File: src/rtl/tap_tempo_estimator_core_defines.svh
// Assertion macros shared by the tap tempo estimator RTL.
// No dependencies; included by files that carry concurrent checks.
`ifndef TAP_TEMPO_ESTIMATOR_CORE_DEFINES_SVH
`define TAP_TEMPO_ESTIMATOR_CORE_DEFINES_SVH

// same-cycle implication
`define TTE_ASSERT_NOW(label, clk, rst, ante, cons, msg) \
   label: assert property (@(posedge clk) disable iff (rst) (ante) |-> (cons)) \
      else $error(msg);

// next-cycle implication
`define TTE_ASSERT_NEXT(label, clk, rst, ante, cons, msg) \
   label: assert property (@(posedge clk) disable iff (rst) (ante) |=> (cons)) \
      else $error(msg);

`endif

File: src/rtl/tte_pkg.sv
// Shared types and constants of the tap tempo estimator.
// No dependencies; used by the interfaces, controller, datapath and top level.
`timescale 1ns / 1ps
`default_nettype none

package tte_pkg;

   localparam int TAP_COUNT   = 4;
   localparam int SLOT_W      = $clog2(TAP_COUNT);
   localparam int CNT_W       = $clog2(TAP_COUNT + 1);
   localparam int DATA_W      = 32;
   localparam int SUM_W       = DATA_W + $clog2(TAP_COUNT);
   localparam int LEVEL_W     = 16;
   localparam int Q_W         = LEVEL_W + 1;
   localparam int THREE_W     = DATA_W + 2;
   localparam int STEP_W      = $clog2(SUM_W);
   localparam int CSR_IDX_W   = 2;

   localparam int MEAN_STEPS  = SUM_W;
   localparam int MOD_STEPS   = DATA_W;
   localparam int LEVEL_STEPS = LEVEL_W;

   localparam logic [DATA_W-1:0] RESET_GAP_INIT      = 32'd96000;
   localparam logic [DATA_W-1:0] DEFAULT_PERIOD_INIT = 32'd24000;
   localparam logic [DATA_W-1:0] BEAT_WINDOW_INIT    = 32'd4800;

   typedef enum logic [CSR_IDX_W-1:0] {
      CSR_RESET_GAP      = 2'd0,
      CSR_DEFAULT_PERIOD = 2'd1,
      CSR_BEAT_WINDOW    = 2'd2
   } csr_index_type;

   typedef enum logic {
      FUNC_TAP   = 1'b0,
      FUNC_QUERY = 1'b1
   } func_type;

   typedef enum logic [1:0] {
      DIV_NONE,
      DIV_MEAN,
      DIV_MOD,
      DIV_LEVEL
   } div_load_type;

   typedef struct packed {
      logic         capture;
      logic         ring_update;
      logic         scan_step;
      div_load_type div_load;
      logic         div_step;
      logic         set_period;
      logic         level_prep;
      logic         square;
      logic         load_result;
   } dp_cmd_type;

   typedef struct packed {
      logic is_tap;
      logic count_zero;
   } dp_status_type;

endpackage

`default_nettype wire

File: src/rtl/tte_if.sv
// Valid/ready channel interfaces for request and response beats.
// Depends on tte_pkg for field widths.
`timescale 1ns / 1ps
`default_nettype none

interface tte_req_if;
   logic                        valid;
   logic                        ready;
   logic                        func;
   logic [tte_pkg::DATA_W-1:0]  now;

   modport source (output valid, func, now, input ready);
   modport sink   (input valid, func, now, output ready);
endinterface

interface tte_rsp_if;
   logic                        valid;
   logic                        ready;
   logic [tte_pkg::DATA_W-1:0]  period;
   logic                        beat_flag;
   logic [tte_pkg::LEVEL_W-1:0] beat_level;

   modport source (output valid, period, beat_flag, beat_level, input ready);
   modport sink   (input valid, period, beat_flag, beat_level, output ready);
endinterface

`default_nettype wire

File: src/rtl/tte_datapath.sv
// Datapath: config registers, tap ring, gap accumulator, shared restoring
// divider, squarer and response register. Depends on tte_pkg and the defines.
`timescale 1ns / 1ps
`default_nettype none
`include "tap_tempo_estimator_core_defines.svh"

module tte_datapath (
   input  wire                               clock,
   input  wire                               reset,
   input  tte_pkg::dp_cmd_type               cmd,
   output tte_pkg::dp_status_type            status,
   input  wire                               req_func,
   input  wire  [tte_pkg::DATA_W-1:0]        req_now,
   input  wire                               csr_we,
   input  wire  [tte_pkg::CSR_IDX_W-1:0]     csr_index,
   input  wire  [tte_pkg::DATA_W-1:0]        csr_wdata,
   output logic [tte_pkg::DATA_W-1:0]        rsp_period,
   output logic                              rsp_beat_flag,
   output logic [tte_pkg::LEVEL_W-1:0]       rsp_beat_level
);

   localparam int DW = tte_pkg::DATA_W;
   localparam int SW = tte_pkg::SUM_W;
   localparam int TW = tte_pkg::THREE_W;
   localparam int QW = tte_pkg::Q_W;
   localparam int LW = tte_pkg::LEVEL_W;
   localparam int NT = tte_pkg::TAP_COUNT;

   // config
   logic [DW-1:0] reset_gap_ff, reset_gap_in;
   logic [DW-1:0] default_period_ff, default_period_in;
   logic [DW-1:0] beat_window_ff, beat_window_in;

   // tempo state
   logic [DW-1:0]                ring_ff [NT];
   logic [DW-1:0]                ring_in [NT];
   logic [tte_pkg::SLOT_W-1:0]   slot_ff, slot_in;
   logic [DW-1:0]                last_tap_ff, last_tap_in;
   logic [DW-1:0]                period_ff, period_in;

   // per-item working registers
   logic                         func_ff, func_in;
   logic [DW-1:0]                now_ff, now_in;
   logic [SW-1:0]                sum_ff, sum_in;
   logic [tte_pkg::CNT_W-1:0]    count_ff, count_in;
   logic [DW-1:0]                rem_ff, rem_in;
   logic [SW-1:0]                num_ff, num_in;
   logic [SW-1:0]                quo_ff, quo_in;
   logic [DW-1:0]                den_ff, den_in;
   logic [TW-1:0]                three_ff, three_in;
   logic                         flag_ff, flag_in;
   logic                         over_ff, over_in;
   logic [2*QW-1:0]              sq_ff, sq_in;
   logic [DW-1:0]                rsp_period_ff, rsp_period_in;
   logic                         rsp_flag_ff, rsp_flag_in;
   logic [LW-1:0]                rsp_level_ff, rsp_level_in;

   logic                         stale;
   logic [tte_pkg::SLOT_W-1:0]   wr_slot;
   logic [DW-1:0]                scan_cur;
   logic [DW-1:0]                scan_nxt;
   logic [DW:0]                  rem_sh;
   logic                         div_ge;
   logic [DW:0]                  div_diff;
   logic                         level_hi;
   logic [DW-1:0]                eff_default;
   logic [DW-1:0]                mean;
   logic [QW:0]                  sq_hi;
   logic [QW-1:0]                lvl_full;

   always_comb begin
      reset_gap_in      = reset_gap_ff;
      default_period_in = default_period_ff;
      beat_window_in    = beat_window_ff;
      if (csr_we) begin
         case (csr_index)
            tte_pkg::CSR_RESET_GAP:      reset_gap_in      = csr_wdata;
            tte_pkg::CSR_DEFAULT_PERIOD: default_period_in = csr_wdata;
            tte_pkg::CSR_BEAT_WINDOW:    beat_window_in    = csr_wdata;
            default: ;
         endcase
      end
   end

   assign func_in = cmd.capture ? req_func : func_ff;
   assign now_in  = cmd.capture ? req_now  : now_ff;

   // ring write and gap scan; the scan rotates the ring through taps 0 and 1
   assign stale    = (now_ff - last_tap_ff) > reset_gap_ff;
   assign wr_slot  = stale ? '0 : slot_ff;
   assign scan_cur = ring_ff[0];
   assign scan_nxt = ring_ff[1];

   always_comb begin
      ring_in     = ring_ff;
      slot_in     = slot_ff;
      last_tap_in = last_tap_ff;
      sum_in      = sum_ff;
      count_in    = count_ff;
      if (cmd.ring_update) begin
         sum_in   = '0;
         count_in = '0;
         if (func_ff == tte_pkg::FUNC_TAP) begin
            for (int j = 0; j < NT; j++) begin
               if (wr_slot == tte_pkg::SLOT_W'(j)) begin
                  ring_in[j] = now_ff;
               end else if (stale) begin
                  ring_in[j] = '0;
               end
            end
            slot_in     = (wr_slot == tte_pkg::SLOT_W'(NT - 1)) ? '0 : wr_slot + 1'b1;
            last_tap_in = now_ff;
         end
      end else if (cmd.scan_step) begin
         for (int j = 0; j < NT; j++) begin
            ring_in[j] = ring_ff[(j + 1) % NT];
         end
         if (scan_cur != '0 && scan_nxt > scan_cur) begin
            sum_in   = sum_ff + SW'(scan_nxt - scan_cur);
            count_in = count_ff + 1'b1;
         end
      end
   end

   // restoring divider, one quotient bit per step
   assign rem_sh   = {rem_ff, num_ff[SW-1]};
   assign div_ge   = rem_sh >= {1'b0, den_ff};
   assign div_diff = rem_sh - {1'b0, den_ff};
   assign level_hi = three_ff == {2'b00, period_ff};

   always_comb begin
      rem_in = rem_ff;
      num_in = num_ff;
      quo_in = quo_ff;
      den_in = den_ff;
      case (cmd.div_load)
         tte_pkg::DIV_MEAN: begin
            rem_in = '0;
            num_in = sum_ff;
            quo_in = '0;
            den_in = DW'(count_ff);
         end
         tte_pkg::DIV_MOD: begin
            rem_in = '0;
            num_in = {now_ff, {(SW - DW){1'b0}}};
            quo_in = '0;
            den_in = period_ff;
         end
         tte_pkg::DIV_LEVEL: begin
            rem_in = level_hi ? '0 : three_ff[DW-1:0];
            num_in = '0;
            quo_in = SW'(level_hi);
            den_in = period_ff;
         end
         default: begin
            if (cmd.div_step) begin
               rem_in = div_ge ? div_diff[DW-1:0] : rem_sh[DW-1:0];
               num_in = {num_ff[SW-2:0], 1'b0};
               quo_in = {quo_ff[SW-2:0], div_ge};
            end
         end
      endcase
   end

   assign eff_default = (default_period_ff == '0) ? DW'(1) : default_period_ff;
   assign mean        = quo_ff[DW-1:0];
   assign period_in   = !cmd.set_period ? period_ff :
                        (count_ff == '0 || mean == '0) ? eff_default : mean;

   assign three_in = cmd.level_prep ? ({2'b00, rem_ff} + {1'b0, rem_ff, 1'b0}) : three_ff;
   assign flag_in  = cmd.level_prep ? (rem_ff < beat_window_ff) : flag_ff;
   assign over_in  = (cmd.div_load == tte_pkg::DIV_LEVEL) ?
                     (three_ff > {2'b00, period_ff}) : over_ff;
   assign sq_in    = cmd.square ? quo_ff[QW-1:0] * quo_ff[QW-1:0] : sq_ff;

   // level = 1 - q^2 in Q0.16, saturated
   assign sq_hi    = sq_ff[2*QW-1:LW];
   assign lvl_full = {1'b1, {LW{1'b0}}} - sq_hi[QW-1:0];

   always_comb begin
      rsp_period_in = rsp_period_ff;
      rsp_flag_in   = rsp_flag_ff;
      rsp_level_in  = rsp_level_ff;
      if (cmd.load_result) begin
         rsp_period_in = period_ff;
         rsp_flag_in   = flag_ff;
         if (over_ff) begin
            rsp_level_in = '0;
         end else if (sq_hi == '0) begin
            rsp_level_in = '1;
         end else begin
            rsp_level_in = lvl_full[LW-1:0];
         end
      end
   end

   always_ff @(posedge clock) begin
      if (reset) begin
         reset_gap_ff      <= tte_pkg::RESET_GAP_INIT;
         default_period_ff <= tte_pkg::DEFAULT_PERIOD_INIT;
         beat_window_ff    <= tte_pkg::BEAT_WINDOW_INIT;
         for (int j = 0; j < NT; j++) begin
            ring_ff[j] <= '0;
         end
         slot_ff           <= '0;
         last_tap_ff       <= '0;
         period_ff         <= tte_pkg::DEFAULT_PERIOD_INIT;
      end else begin
         reset_gap_ff      <= reset_gap_in;
         default_period_ff <= default_period_in;
         beat_window_ff    <= beat_window_in;
         ring_ff           <= ring_in;
         slot_ff           <= slot_in;
         last_tap_ff       <= last_tap_in;
         period_ff         <= period_in;
      end
   end

   always_ff @(posedge clock) begin
      func_ff       <= func_in;
      now_ff        <= now_in;
      sum_ff        <= sum_in;
      count_ff      <= count_in;
      rem_ff        <= rem_in;
      num_ff        <= num_in;
      quo_ff        <= quo_in;
      den_ff        <= den_in;
      three_ff      <= three_in;
      flag_ff       <= flag_in;
      over_ff       <= over_in;
      sq_ff         <= sq_in;
      rsp_period_ff <= rsp_period_in;
      rsp_flag_ff   <= rsp_flag_in;
      rsp_level_ff  <= rsp_level_in;
   end

   assign status.is_tap     = func_ff == tte_pkg::FUNC_TAP;
   assign status.count_zero = count_ff == '0;

   assign rsp_period     = rsp_period_ff;
   assign rsp_beat_flag  = rsp_flag_ff;
   assign rsp_beat_level = rsp_level_ff;

   `TTE_ASSERT_NOW(a_period_nonzero, clock, reset, 1'b1, period_ff != '0, "period reached zero")
   `TTE_ASSERT_NOW(a_slot_range, clock, reset, 1'b1, slot_ff <= tte_pkg::SLOT_W'(NT - 1), "write slot out of range")
   `TTE_ASSERT_NEXT(a_level_gated, clock, reset, cmd.load_result && over_ff, rsp_level_ff == '0, "level nonzero past a third")

endmodule

`default_nettype wire

File: src/rtl/tte_ctrl.sv
// Controller: sequences ring update, gap scan, divisions and response load.
// Depends on tte_pkg and the defines.
`timescale 1ns / 1ps
`default_nettype none
`include "tap_tempo_estimator_core_defines.svh"

module tte_ctrl (
   input  wire                           clock,
   input  wire                           reset,
   input  wire                           req_valid,
   output logic                          req_ready,
   output logic                          rsp_valid,
   input  wire                           rsp_ready,
   output tte_pkg::dp_cmd_type           cmd,
   input  tte_pkg::dp_status_type        status
);

   localparam int SW = tte_pkg::STEP_W;

   typedef enum logic [3:0] {
      ST_IDLE,
      ST_RING,
      ST_SCAN,
      ST_MEAN_LOAD,
      ST_MEAN_DIV,
      ST_PERIOD,
      ST_MOD_LOAD,
      ST_MOD_DIV,
      ST_LEVEL_PREP,
      ST_LEVEL_LOAD,
      ST_LEVEL_DIV,
      ST_SQUARE,
      ST_DONE
   } state_type;

   state_type     state_ff, state_in;
   logic [SW-1:0] cnt_ff, cnt_in;
   logic          rsp_valid_ff, rsp_valid_in;
   logic          out_free;

   assign out_free  = !rsp_valid_ff || rsp_ready;
   assign req_ready = state_ff == ST_IDLE;

   always_comb begin
      state_in = state_ff;
      cmd      = '0;
      case (state_ff)
         ST_IDLE: begin
            if (req_valid) begin
               cmd.capture = 1'b1;
               state_in    = ST_RING;
            end
         end
         ST_RING: begin
            cmd.ring_update = 1'b1;
            state_in        = status.is_tap ? ST_SCAN : ST_MOD_LOAD;
         end
         ST_SCAN: begin
            cmd.scan_step = 1'b1;
            if (cnt_ff == SW'(tte_pkg::TAP_COUNT - 1)) begin
               state_in = ST_MEAN_LOAD;
            end
         end
         ST_MEAN_LOAD: begin
            cmd.div_load = tte_pkg::DIV_MEAN;
            state_in     = status.count_zero ? ST_PERIOD : ST_MEAN_DIV;
         end
         ST_MEAN_DIV: begin
            cmd.div_step = 1'b1;
            if (cnt_ff == SW'(tte_pkg::MEAN_STEPS - 1)) begin
               state_in = ST_PERIOD;
            end
         end
         ST_PERIOD: begin
            cmd.set_period = 1'b1;
            state_in       = ST_MOD_LOAD;
         end
         ST_MOD_LOAD: begin
            cmd.div_load = tte_pkg::DIV_MOD;
            state_in     = ST_MOD_DIV;
         end
         ST_MOD_DIV: begin
            cmd.div_step = 1'b1;
            if (cnt_ff == SW'(tte_pkg::MOD_STEPS - 1)) begin
               state_in = ST_LEVEL_PREP;
            end
         end
         ST_LEVEL_PREP: begin
            cmd.level_prep = 1'b1;
            state_in       = ST_LEVEL_LOAD;
         end
         ST_LEVEL_LOAD: begin
            cmd.div_load = tte_pkg::DIV_LEVEL;
            state_in     = ST_LEVEL_DIV;
         end
         ST_LEVEL_DIV: begin
            cmd.div_step = 1'b1;
            if (cnt_ff == SW'(tte_pkg::LEVEL_STEPS - 1)) begin
               state_in = ST_SQUARE;
            end
         end
         ST_SQUARE: begin
            cmd.square = 1'b1;
            state_in   = ST_DONE;
         end
         ST_DONE: begin
            if (out_free) begin
               cmd.load_result = 1'b1;
               state_in        = ST_IDLE;
            end
         end
         default: state_in = ST_IDLE;
      endcase
   end

   assign cnt_in = (state_in != state_ff) ? '0 : cnt_ff + 1'b1;

   always_comb begin
      rsp_valid_in = rsp_valid_ff;
      if (cmd.load_result) begin
         rsp_valid_in = 1'b1;
      end else if (rsp_ready) begin
         rsp_valid_in = 1'b0;
      end
   end

   always_ff @(posedge clock) begin
      if (reset) begin
         state_ff     <= ST_IDLE;
         cnt_ff       <= '0;
         rsp_valid_ff <= 1'b0;
      end else begin
         state_ff     <= state_in;
         cnt_ff       <= cnt_in;
         rsp_valid_ff <= rsp_valid_in;
      end
   end

   assign rsp_valid = rsp_valid_ff;

   `TTE_ASSERT_NEXT(a_busy_after_accept, clock, reset, req_valid && req_ready, !req_ready, "ready high after accept")
   `TTE_ASSERT_NOW(a_load_when_free, clock, reset, cmd.load_result, out_free, "response overwritten")
   `TTE_ASSERT_NEXT(a_result_follows, clock, reset, cmd.load_result, rsp_valid_ff && req_ready, "result not posted")

endmodule

`default_nettype wire

File: src/rtl/tap_tempo_estimator_core.sv
// Tap tempo estimator, top level: joins controller, datapath and channels.
// Depends on tte_pkg, tte_if, tte_ctrl and tte_datapath.
//
// Usage:
//   req_bus carries one beat per item: func (0 tap, 1 query) and now, the
//   running sample time. rsp_bus returns one beat per item: period,
//   beat_flag and beat_level (unsigned Q0.16).
//   csr_we/csr_index/csr_wdata write reset_gap (0), default_period (1) and
//   beat_window (2); other indexes are ignored. Write only while idle.
//   Items are handled one at a time. A query goes from ring update straight
//   to the phase modulo; a tap first scans the ring and divides for the mean
//   gap, skipping that division when the ring holds no positive gap. A new
//   item can be accepted in the cycle after its predecessor's result is registered.
//   The shared restoring divider gives one quotient bit per cycle: mean gap
//   (SUM_W steps), phase modulo (32) and level ratio (16).
//   A result waiting in the response register does not block the next
//   item; only the following result stalls until rsp ready.
//   Reset is synchronous: tap ring, write slot and last tap time clear,
//   the period and config registers return to their defaults, both channels idle.
`timescale 1ns / 1ps
`default_nettype none

module tap_tempo_estimator_core (
   input  wire                            clock,
   input  wire                            reset,
   tte_req_if.sink                        req_bus,
   tte_rsp_if.source                      rsp_bus,
   input  wire                            csr_we,
   input  wire  [tte_pkg::CSR_IDX_W-1:0]  csr_index,
   input  wire  [tte_pkg::DATA_W-1:0]     csr_wdata
);

   tte_pkg::dp_cmd_type    cmd;
   tte_pkg::dp_status_type status;

   tte_ctrl u_ctrl (
      .clock     (clock),
      .reset     (reset),
      .req_valid (req_bus.valid),
      .req_ready (req_bus.ready),
      .rsp_valid (rsp_bus.valid),
      .rsp_ready (rsp_bus.ready),
      .cmd       (cmd),
      .status    (status)
   );

   tte_datapath u_datapath (
      .clock          (clock),
      .reset          (reset),
      .cmd            (cmd),
      .status         (status),
      .req_func       (req_bus.func),
      .req_now        (req_bus.now),
      .csr_we         (csr_we),
      .csr_index      (csr_index),
      .csr_wdata      (csr_wdata),
      .rsp_period     (rsp_bus.period),
      .rsp_beat_flag  (rsp_bus.beat_flag),
      .rsp_beat_level (rsp_bus.beat_level)
   );

endmodule

`default_nettype wire

File: src/flat_wrapper.sv
// flat-port wrapper written by rule: the top's interface ports become plain ports
module tap_tempo_estimator_core_flat 
  (clock, reset, csr_we, csr_index, csr_wdata, req_bus_valid, req_bus_func, req_bus_now, req_bus_ready, rsp_bus_valid, rsp_bus_period, rsp_bus_beat_flag, rsp_bus_beat_level, rsp_bus_ready);
  tte_req_if req_bus_i ();
  tte_rsp_if rsp_bus_i ();
  input  wire clock;
  input  wire reset;
  input  wire csr_we;
  input  wire  [tte_pkg::CSR_IDX_W-1:0] csr_index;
  input  wire  [tte_pkg::DATA_W-1:0] csr_wdata;
  input wire logic [$bits(req_bus_i.valid)-1:0] req_bus_valid;
  input wire logic [$bits(req_bus_i.func)-1:0] req_bus_func;
  input wire logic [$bits(req_bus_i.now)-1:0] req_bus_now;
  output wire logic [$bits(req_bus_i.ready)-1:0] req_bus_ready;
  output wire logic [$bits(rsp_bus_i.valid)-1:0] rsp_bus_valid;
  output wire logic [$bits(rsp_bus_i.period)-1:0] rsp_bus_period;
  output wire logic [$bits(rsp_bus_i.beat_flag)-1:0] rsp_bus_beat_flag;
  output wire logic [$bits(rsp_bus_i.beat_level)-1:0] rsp_bus_beat_level;
  input wire logic [$bits(rsp_bus_i.ready)-1:0] rsp_bus_ready;
  assign req_bus_i.valid = req_bus_valid;
  assign req_bus_i.func = req_bus_func;
  assign req_bus_i.now = req_bus_now;
  assign req_bus_ready = req_bus_i.ready;
  assign rsp_bus_valid = rsp_bus_i.valid;
  assign rsp_bus_period = rsp_bus_i.period;
  assign rsp_bus_beat_flag = rsp_bus_i.beat_flag;
  assign rsp_bus_beat_level = rsp_bus_i.beat_level;
  assign rsp_bus_i.ready = rsp_bus_ready;
  tap_tempo_estimator_core u_core (.clock(clock), .reset(reset), .req_bus(req_bus_i), .rsp_bus(rsp_bus_i), .csr_we(csr_we), .csr_index(csr_index), .csr_wdata(csr_wdata));
endmodule
File: config.mk
export PLATFORM = sky130hd
export DESIGN_NAME = tap_tempo_estimator_core_flat
export DESIGN_NICKNAME = d
export VERILOG_FILES = /design/src/rtl/tte_pkg.sv /design/src/rtl/tte_if.sv /design/src/rtl/tte_datapath.sv /design/src/rtl/tte_ctrl.sv /design/src/rtl/tap_tempo_estimator_core.sv /design/src/flat_wrapper.sv
export VERILOG_INCLUDE_DIRS = /design/src /design/src/rtl
export SDC_FILE = /design/constraint.sdc
export NUM_CORES = 2
export LEC_CHECK = 0
export ABC_CLOCK_PERIOD_IN_PS = 8900
export BUFFER_PORTS_ARGS = -buffer_cell sky130_fd_sc_hd__clkbuf_2
export CAP_MARGIN = 20
export CORE_MARGIN = 10
export CORE_UTILIZATION = 35
export CTS_BUF_LIST = sky130_fd_sc_hd__clkbuf_4 sky130_fd_sc_hd__clkbuf_8
export CTS_CLUSTER_SIZE = 8
export DETAILED_ROUTE_END_ITERATION = 10
export HOLD_SLACK_MARGIN = 0.12
export PLACE_DENSITY_LB_ADDON = 0.05
export SYNTH_ARGS = -nofsm -noshare
export SYNTH_HDL_FRONTEND = slang
export SYNTH_SLANG_ARGS = --single-unit
File: constraint.sdc
create_clock -name clock -period 8.9 [get_ports clock]
set_input_delay 0.89 -clock clock [delete_from_list [all_inputs] [get_ports clock]]
set_output_delay 0.89 -clock clock [all_outputs]
set_load 0.01 [all_outputs]
* Word level (Yosys, flattened, before mapping)
Cells that the tools add are included.
Storage, ports and cells: register bits after elaboration 620, logic and storage cells 149, output and inout port bits 51, input bits 72
Cells by class: $lt $le $gt $ge 5, bitwise gates (word level) 1, $add $sub $neg 9, multipliers 1, multiplexer cells 44, equality and inequality tests 31, reductions and logical operators 30
Operators with widths (number):
- $mux 128 | 3
- $mux 32 | 11
- $pmux 32 s2 | 3
- $pmux 34 s3 | 1
- $gt 32x32->1 | 2
- $logic_not 32->1 | 2
- $sub 32x32->32 | 2
- $pmux 4 s13 | 1
- $add 32x33->34 | 1
- $add 34x34->34 | 1
- $eq 34x32->1 | 1
- $gt 34x32->1 | 1
- $mul 17x17->34 | 1
- $mux 34 | 1
- $ge 33x32->1 | 1
- $sub 32x32->33 | 1
- $lt 32x32->1 | 1
- $reduce_bool 32->1 | 1
- $mux 4 | 6
- $eq 4x4->1 const B | 5
- $logic_not 18->1 | 1
- $eq 4x3->1 const B | 4
- $mux 16 | 1
- $sub 1x16->16 const A | 1
- 32 further kinds | 68

* Depth between registers and ports, before layout
depth in word-level cells 7, depth in mapped cells 32, depth with buffers taken out 30

* By module
From an unflattened synthesis, not the netlist that was laid out.
Second synthesis, totals: cell total of the unflattened synthesis 4684, area total of the unflattened synthesis 41915.2 µm²
Modules (own cells, without submodules):
- tte_datapath | area each 41170.7 µm², times used 1, cells each 4590, seq. area each 14533.9 µm²
- tte_ctrl | area each 744.5 µm², times used 1, cells each 94, seq. area each 220.2 µm²

* Least setup slack after synthesis
OpenSTA, ideal clock, no wires.
path type register to register, start point register u_core.u_datapath.quo_ff[5], end point register u_core.u_datapath.sq_ff[33] (data pin), path slack 2.340 ns, buffers on the path 2, library setup time 0.264 ns, data required time 8.636 ns, cell stages (with the launch flop) 25, arrival 6.296 ns, period minus slack after synthesis 6.560 ns, cells stage by stage edfxtp_1 clkbuf_1 clkbuf_1 nand2_1 fa_1 inv_1 fa_1 inv_1 fa_1 inv_1 fa_1 fa_1 fa_1 ha_1 o211ai_1 nor3_1 o211ai_1 a31oi_1 nand4_1 a211oi_1 o31a_1 o21a_1 nor2_1 o31ai_1 xnor2_1
Between the ends: longest elaborated chain between the ends 1
RTL lines:
- start: declaration | RTL line tte_datapath.sv:48 | logic [SW-1:0] quo_ff, quo_in;
- start signal: assignment | RTL line tte_datapath.sv:226 | quo_ff <= quo_in;
- $mul 17x17->34 | RTL line tte_datapath.sv:174 | assign sq_in = cmd.square ? quo_ff[QW-1:0] * quo_ff[QW-1:0] : sq_ff;
- end signal: assignment | RTL line tte_datapath.sv:231 | sq_ff <= sq_in;
- end: declaration | RTL line tte_datapath.sv:53 | logic [2*QW-1:0] sq_ff, sq_in;
Every way passes these cells. A chain may end at the register's enable or synchronous reset.

* Worst setup path in the final report
Ends and elaborated chain as after synthesis.

==> out/results.tsv <==
stage	metric	value	unit
sta	highest achievable clock rate	0.133	GHz
cts	root cell of the clock tree	sky130_fd_sc_hd__clkbuf_8	
min_path	critical hold path startpoint	req_bus_func	
synth	number of warnings reported in the yosys synthesis log	0	
final_layout	share of cells above drive strength 1	0.105	
sta	setup slack after layout	1380	ps
final_layout	fillcell total	12700	
worst_setup_path	Worst R2R End	u_core.u_datapath.sq_ff[33]	
synth	cells taking the most area after synthesis	sky130_fd_sc_hd__edfxtp_1, sky130_fd_sc_hd__dfxtp_1, sky130_fd_sc_hd__ha_1	
die	overall die area	138000	um^2
worst_setup_path	Worst Path Max Fanout	21	
die	boundary pin count	123	
global_routing	number of antenna violations at the first check in global routing	3	
synth	dominant cell type by area after synthesis	sky130_fd_sc_hd__edfxtp_1	
detailed_routing	number of violations reported at the end of detailed-routing iteration 0	2059	
global_routing	gr ovfl total	0	
synth	leading cell type by number of instances after synthesis	sky130_fd_sc_hd__nand2_1	
synth	portion of the post-synthesis area used by sequential elements	0.340	
global_routing	routing usage on met1	0.279	
cts	post-CTS setup-driven buffer insertion count	0	
sta	max-slew headroom at the worst pin	0.269	
power	power density over cell area	268	nW/um^2
die	Die Wd	372	um
detailed_routing	total wirelength of the detailed-routed design	137000	um
cts	clock tree from TritonCTS	yes	
sta	unrepaired setup endpoints after global routing	false	
worst_setup_path	critical path's largest stage delay	960	ps
worst_setup_path	launch point of the worst reg-to-reg path	u_core.u_datapath.quo_ff[5]	
detailed_routing	drt first pass iters	5	
flow_run	Max-Cap Viols	0	
placed_design	Worst Setup Slack post-DPL	1380	ps
die	row count	129	
synth	Post-Syn Area	43400	um^2
worst_setup_path	buffers plus inverters on the worst setup path	3	
power	Peak supply drop	368	uV
detailed_routing	average vias per placed instance	5.07	
sta	final critical-path share of the clock period	0.845	
min_path	count of cells along the worst hold path	1	
detailed_routing	routed vias	33700	
worst_setup_path	crit start category	register	
synth	Synth cell types	90	
sta	final max-slew violation count	0	
placed_design	final weighted congestion of routability-driven global placement	0.808	
worst_setup_path	Req. time, crit path	9490	ps
final_layout	Layout Area Growth over Synthesis	10.7	%
placed_design	estimated wirelength of the detail-placed design	101000	um
final_layout	final net count	5542	
global_routing	All-Layer GR Usage	0.196	
global_routing	number of global-route vias before repair	33800	
cts	H-tree depth	3	
worst_setup_path	cell count of the worst reg-to-reg path	22	
sta	Worst Max-Slew Pin Slew	1100	ps
die	Core Region	123000	um^2
min_path	worst min-delay path category	in2reg	
synth	Post-synth top flop	sky130_fd_sc_hd__dfxtp_1	
synth	top cells by count, synth	sky130_fd_sc_hd__nand2_1, sky130_fd_sc_hd__inv_1, sky130_fd_sc_hd__a21oi_1	
global_routing	layer with the highest usage	met2	
global_routing	wire length of the first global-routing pass	210000	um
worst_setup_path	CP most frequent cell	sky130_fd_sc_hd__fa_1	
worst_setup_path	Max stage delay cell, worst path	sky130_fd_sc_hd__edfxtp_1	
die	y dimension of the die	372	um
global_routing	pin count of the biggest net entering global routing	160	
worst_setup_path	type of the setup path with the least slack	reg2reg	
global_routing	met2 global-route usage	0.309	
sta	min Tclk post-route	7520	ps
worst_setup_path	list of cells traversed by the critical path	nand2_1, fa_1, inv_1, fa_1, inv_1, fa_1, inv_1, fa_1, fa_1, fa_1, ha_1, o211ai_1, nor3_1, o211ai_1, a31oi_1, nand4_1, a211oi_1, o31a_1, o21a_1, nor2_1, o31ai_1, xnor2_1	
cts	hold-fix buffers at CTS	0	
worst_setup_path	largest delay contributor family on the critical path	adder cells	
detailed_routing	DRC Markers	0	
power	Lkg Pwr	20.4	nW
min_path	hold endpoint	u_core.u_datapath.func_ff	
sta	setup total negative slack	0	ps
run_status	result of the run	completed	
synth	flip-flop and latch count after synthesis	604	
cts	clk_lat worst skew	830	ps
detailed_routing	mean routed wirelength per cell	20.6	um
synth	share of flip-flops with an asynchronous set or reset after synthesis	0	
worst_setup_path	critical path capture point type	register	
placed_design	Buffers on Ports	122	
cts	post-cts repair resize count	0	
detailed_routing	Antenna Violating Nets Remaining	0	
cts	sink count of the clock tree	604	
cts	maximum number of buffers from clock root to sink	3	
die	initial core utilization	0.351	
worst_setup_path	register-to-register path setup slack	1380	ps
sta	final setup violation count	0	
sta	Worst Clk Skew	59.0	ps
cts	clock edge transition at the registers on the reported setup and hold paths	80	ps
sta	count of endpoints failing hold in the final timing report	0	
global_routing	met3 layer usage reported by global route	0.0263	
synth	top cell type's share of synthesized area	0.184	
synth	count of flip-flops with a built-in enable after synthesis	266	
worst_setup_path	data arrival time of the worst path	8100	ps
synth	Synth Net Count	5513	
synth	count of mapped cells out of synthesis	4873	
cts	total clock buffers created by CTS	117	
synth	syn avg cell area	8.90	um^2
==> through the flow <==
| step | power [mW] | cells | utilization | cell area, um^2 | hold WS (ps) |
|---|---|---|---|---|---|
| floorplan | 8.22 | 4873 | - | 43400 | 400 |
| global placement | 9.93 | 6419 | 0.368 | 45400 | 402 |
| detailed placement | 9.97 | 6420 | 0.368 | 45500 | 413 |
| CTS | 13.1 | 6640 | 0.389 | 48000 | 156 |
| global route | 14.1 | 6643 | 0.389 | 48000 | 181 |
| finish | 12.9 | 6645 | 0.389 | 48000 | 240 |
==> cell usage in the layout (no fill, tap or decap), types with 29 or more instances in the layout <==
master                     Yosys  final
sky130_fd_sc_hd__a21oi_1     461    461
sky130_fd_sc_hd__ha_1        374    371
sky130_fd_sc_hd__nand4_1      46     46
sky130_fd_sc_hd__clkbuf_4      0     29
sky130_fd_sc_hd__nor2_1      305    301
sky130_fd_sc_hd__fa_1        194    194
sky130_fd_sc_hd__nor2b_1     134    134
sky130_fd_sc_hd__nand3_1     172    171
sky130_fd_sc_hd__xnor2_1     122    122
sky130_fd_sc_hd__and2_1       92     92
sky130_fd_sc_hd__dfxtp_1     338    338
sky130_fd_sc_hd__a211oi_1     48     48
sky130_fd_sc_hd__a21o_1      131    131
sky130_fd_sc_hd__mux2i_1      63     63
sky130_fd_sc_hd__o21ai_0     130    129
sky130_fd_sc_hd__o21ai_1      43     43
sky130_fd_sc_hd__nor3_1       41     39
sky130_fd_sc_hd__buf_4        15     33
sky130_fd_sc_hd__clkbuf_2      0    121
sky130_fd_sc_hd__nand2_1     607    606
sky130_fd_sc_hd__a22oi_1      33     33
sky130_fd_sc_hd__edfxtp_1    266    266
sky130_fd_sc_hd__nand2b_1     35     35
sky130_fd_sc_hd__inv_1       512    512
sky130_fd_sc_hd__clkbuf_8      0    142
sky130_fd_sc_hd__xor2_1       53     53
sky130_fd_sc_hd__nor4_1       35     35
sky130_fd_sc_hd__mux2_2      112    112
==> sequential cells by signal (all words and copies together) (netlist names), 4 cells and up <==
| name | count |
|---|---|
| u_core.u_datapath.ring_ff | 64 |
| u_core.u_datapath.now_ff | 32 |
| u_core.u_ctrl.state_ff | 4 |
| u_core.u_datapath.beat_window_ff | 32 |
| u_core.u_datapath.scan_nxt | 32 |
| u_core.u_datapath.reset_gap_ff | 32 |
| u_core.u_datapath.scan_cur | 32 |
| u_core.u_datapath.default_period_ff | 32 |
| u_core.u_datapath.last_tap_ff | 32 |
| u_core.u_datapath.rsp_period | 32 |
| u_core.u_datapath.period_ff | 32 |
| u_core.u_datapath.sq_ff | 18 |
| u_core.u_datapath.num_ff | 34 |
| u_core.u_datapath.three_ff | 34 |
| u_core.u_ctrl.cnt_ff | 6 |
| u_core.u_datapath.quo_ff | 32 |
| u_core.u_datapath.rem_ff | 32 |
| u_core.u_datapath.rsp_beat_level | 16 |
| u_core.u_datapath.sum_ff | 34 |
| u_core.u_datapath.den_ff | 32 |
==> worst max-delay path by stage <==
| stage | startpoint | end | slack [ps] | cells after the start |
|---|---|---|---|---|
| 3_5_place_dp | u_core.u_datapath.now_ff[0] | u_core.u_datapath.ring_ff[11] | 1380 | 30 |
| 3_3_place_gp | u_core.u_datapath.quo_ff[5] | u_core.u_datapath.sq_ff[33] | 1390 | 22 |
| 2_1_floorplan | u_core.u_datapath.quo_ff[5] | u_core.u_datapath.sq_ff[33] | 2340 | 24 |
| 5_1_grt | u_core.u_datapath.quo_ff[5] | u_core.u_datapath.sq_ff[33] | 900 | 22 |
| 4_1_cts | u_core.u_datapath.quo_ff[5] | u_core.u_datapath.sq_ff[33] | 1350 | 22 |
| 6_report | u_core.u_datapath.quo_ff[5] | u_core.u_datapath.sq_ff[33] | 1380 | 22 |
==> per-layer routing <==
| layer | vias up | wire length [um] | share of wire |
|---|---|---|---|
| met1 | 16200 | 67900 | 0.50 |
| met5 | - | 17 | 0.00012 |
| li1 | 16800 | - | - |
| met3 | 159 | 4630 | 0.034 |
| met2 | 555 | 60700 | 0.44 |
| met4 | 2 | 3380 | 0.025 |
==> cell type report <==
cell class              instances  area [um^2]  share of cell area
diodes                          5         12.5            0.000261
clock buffers                 171         2170              0.0452
clock inverters                49          358             0.00745
inverters                     514         1930              0.0402
multi-input cells            3508        25800               0.538
flip-flops and latches        604        14800               0.307
well taps                    1637         2050              0.0427
repair buffers                157          908              0.0189
==> power breakdown <==
group          internal [mW]  total (mW)  switching, mW
clock                   1.69        3.03           1.35
combinational           2.66        6.34           3.68
sequential              3.30        3.52          0.214
==> kinds of logic (layout without fill, tap and decap cells) <==
family,after synthesis,after routing,share of synthesized area
compound gates,1026,1026,0.146
buf+inv,761,891,0.0673
mux,194,194,0.0485
flops,604,604,0.340
simple gates,1545,1545,0.166
fa+ha+maj,568,568,0.197
xor+xnor,175,175,0.0353
other cells,0,5,0
Power figures use the tool's default switching activity.
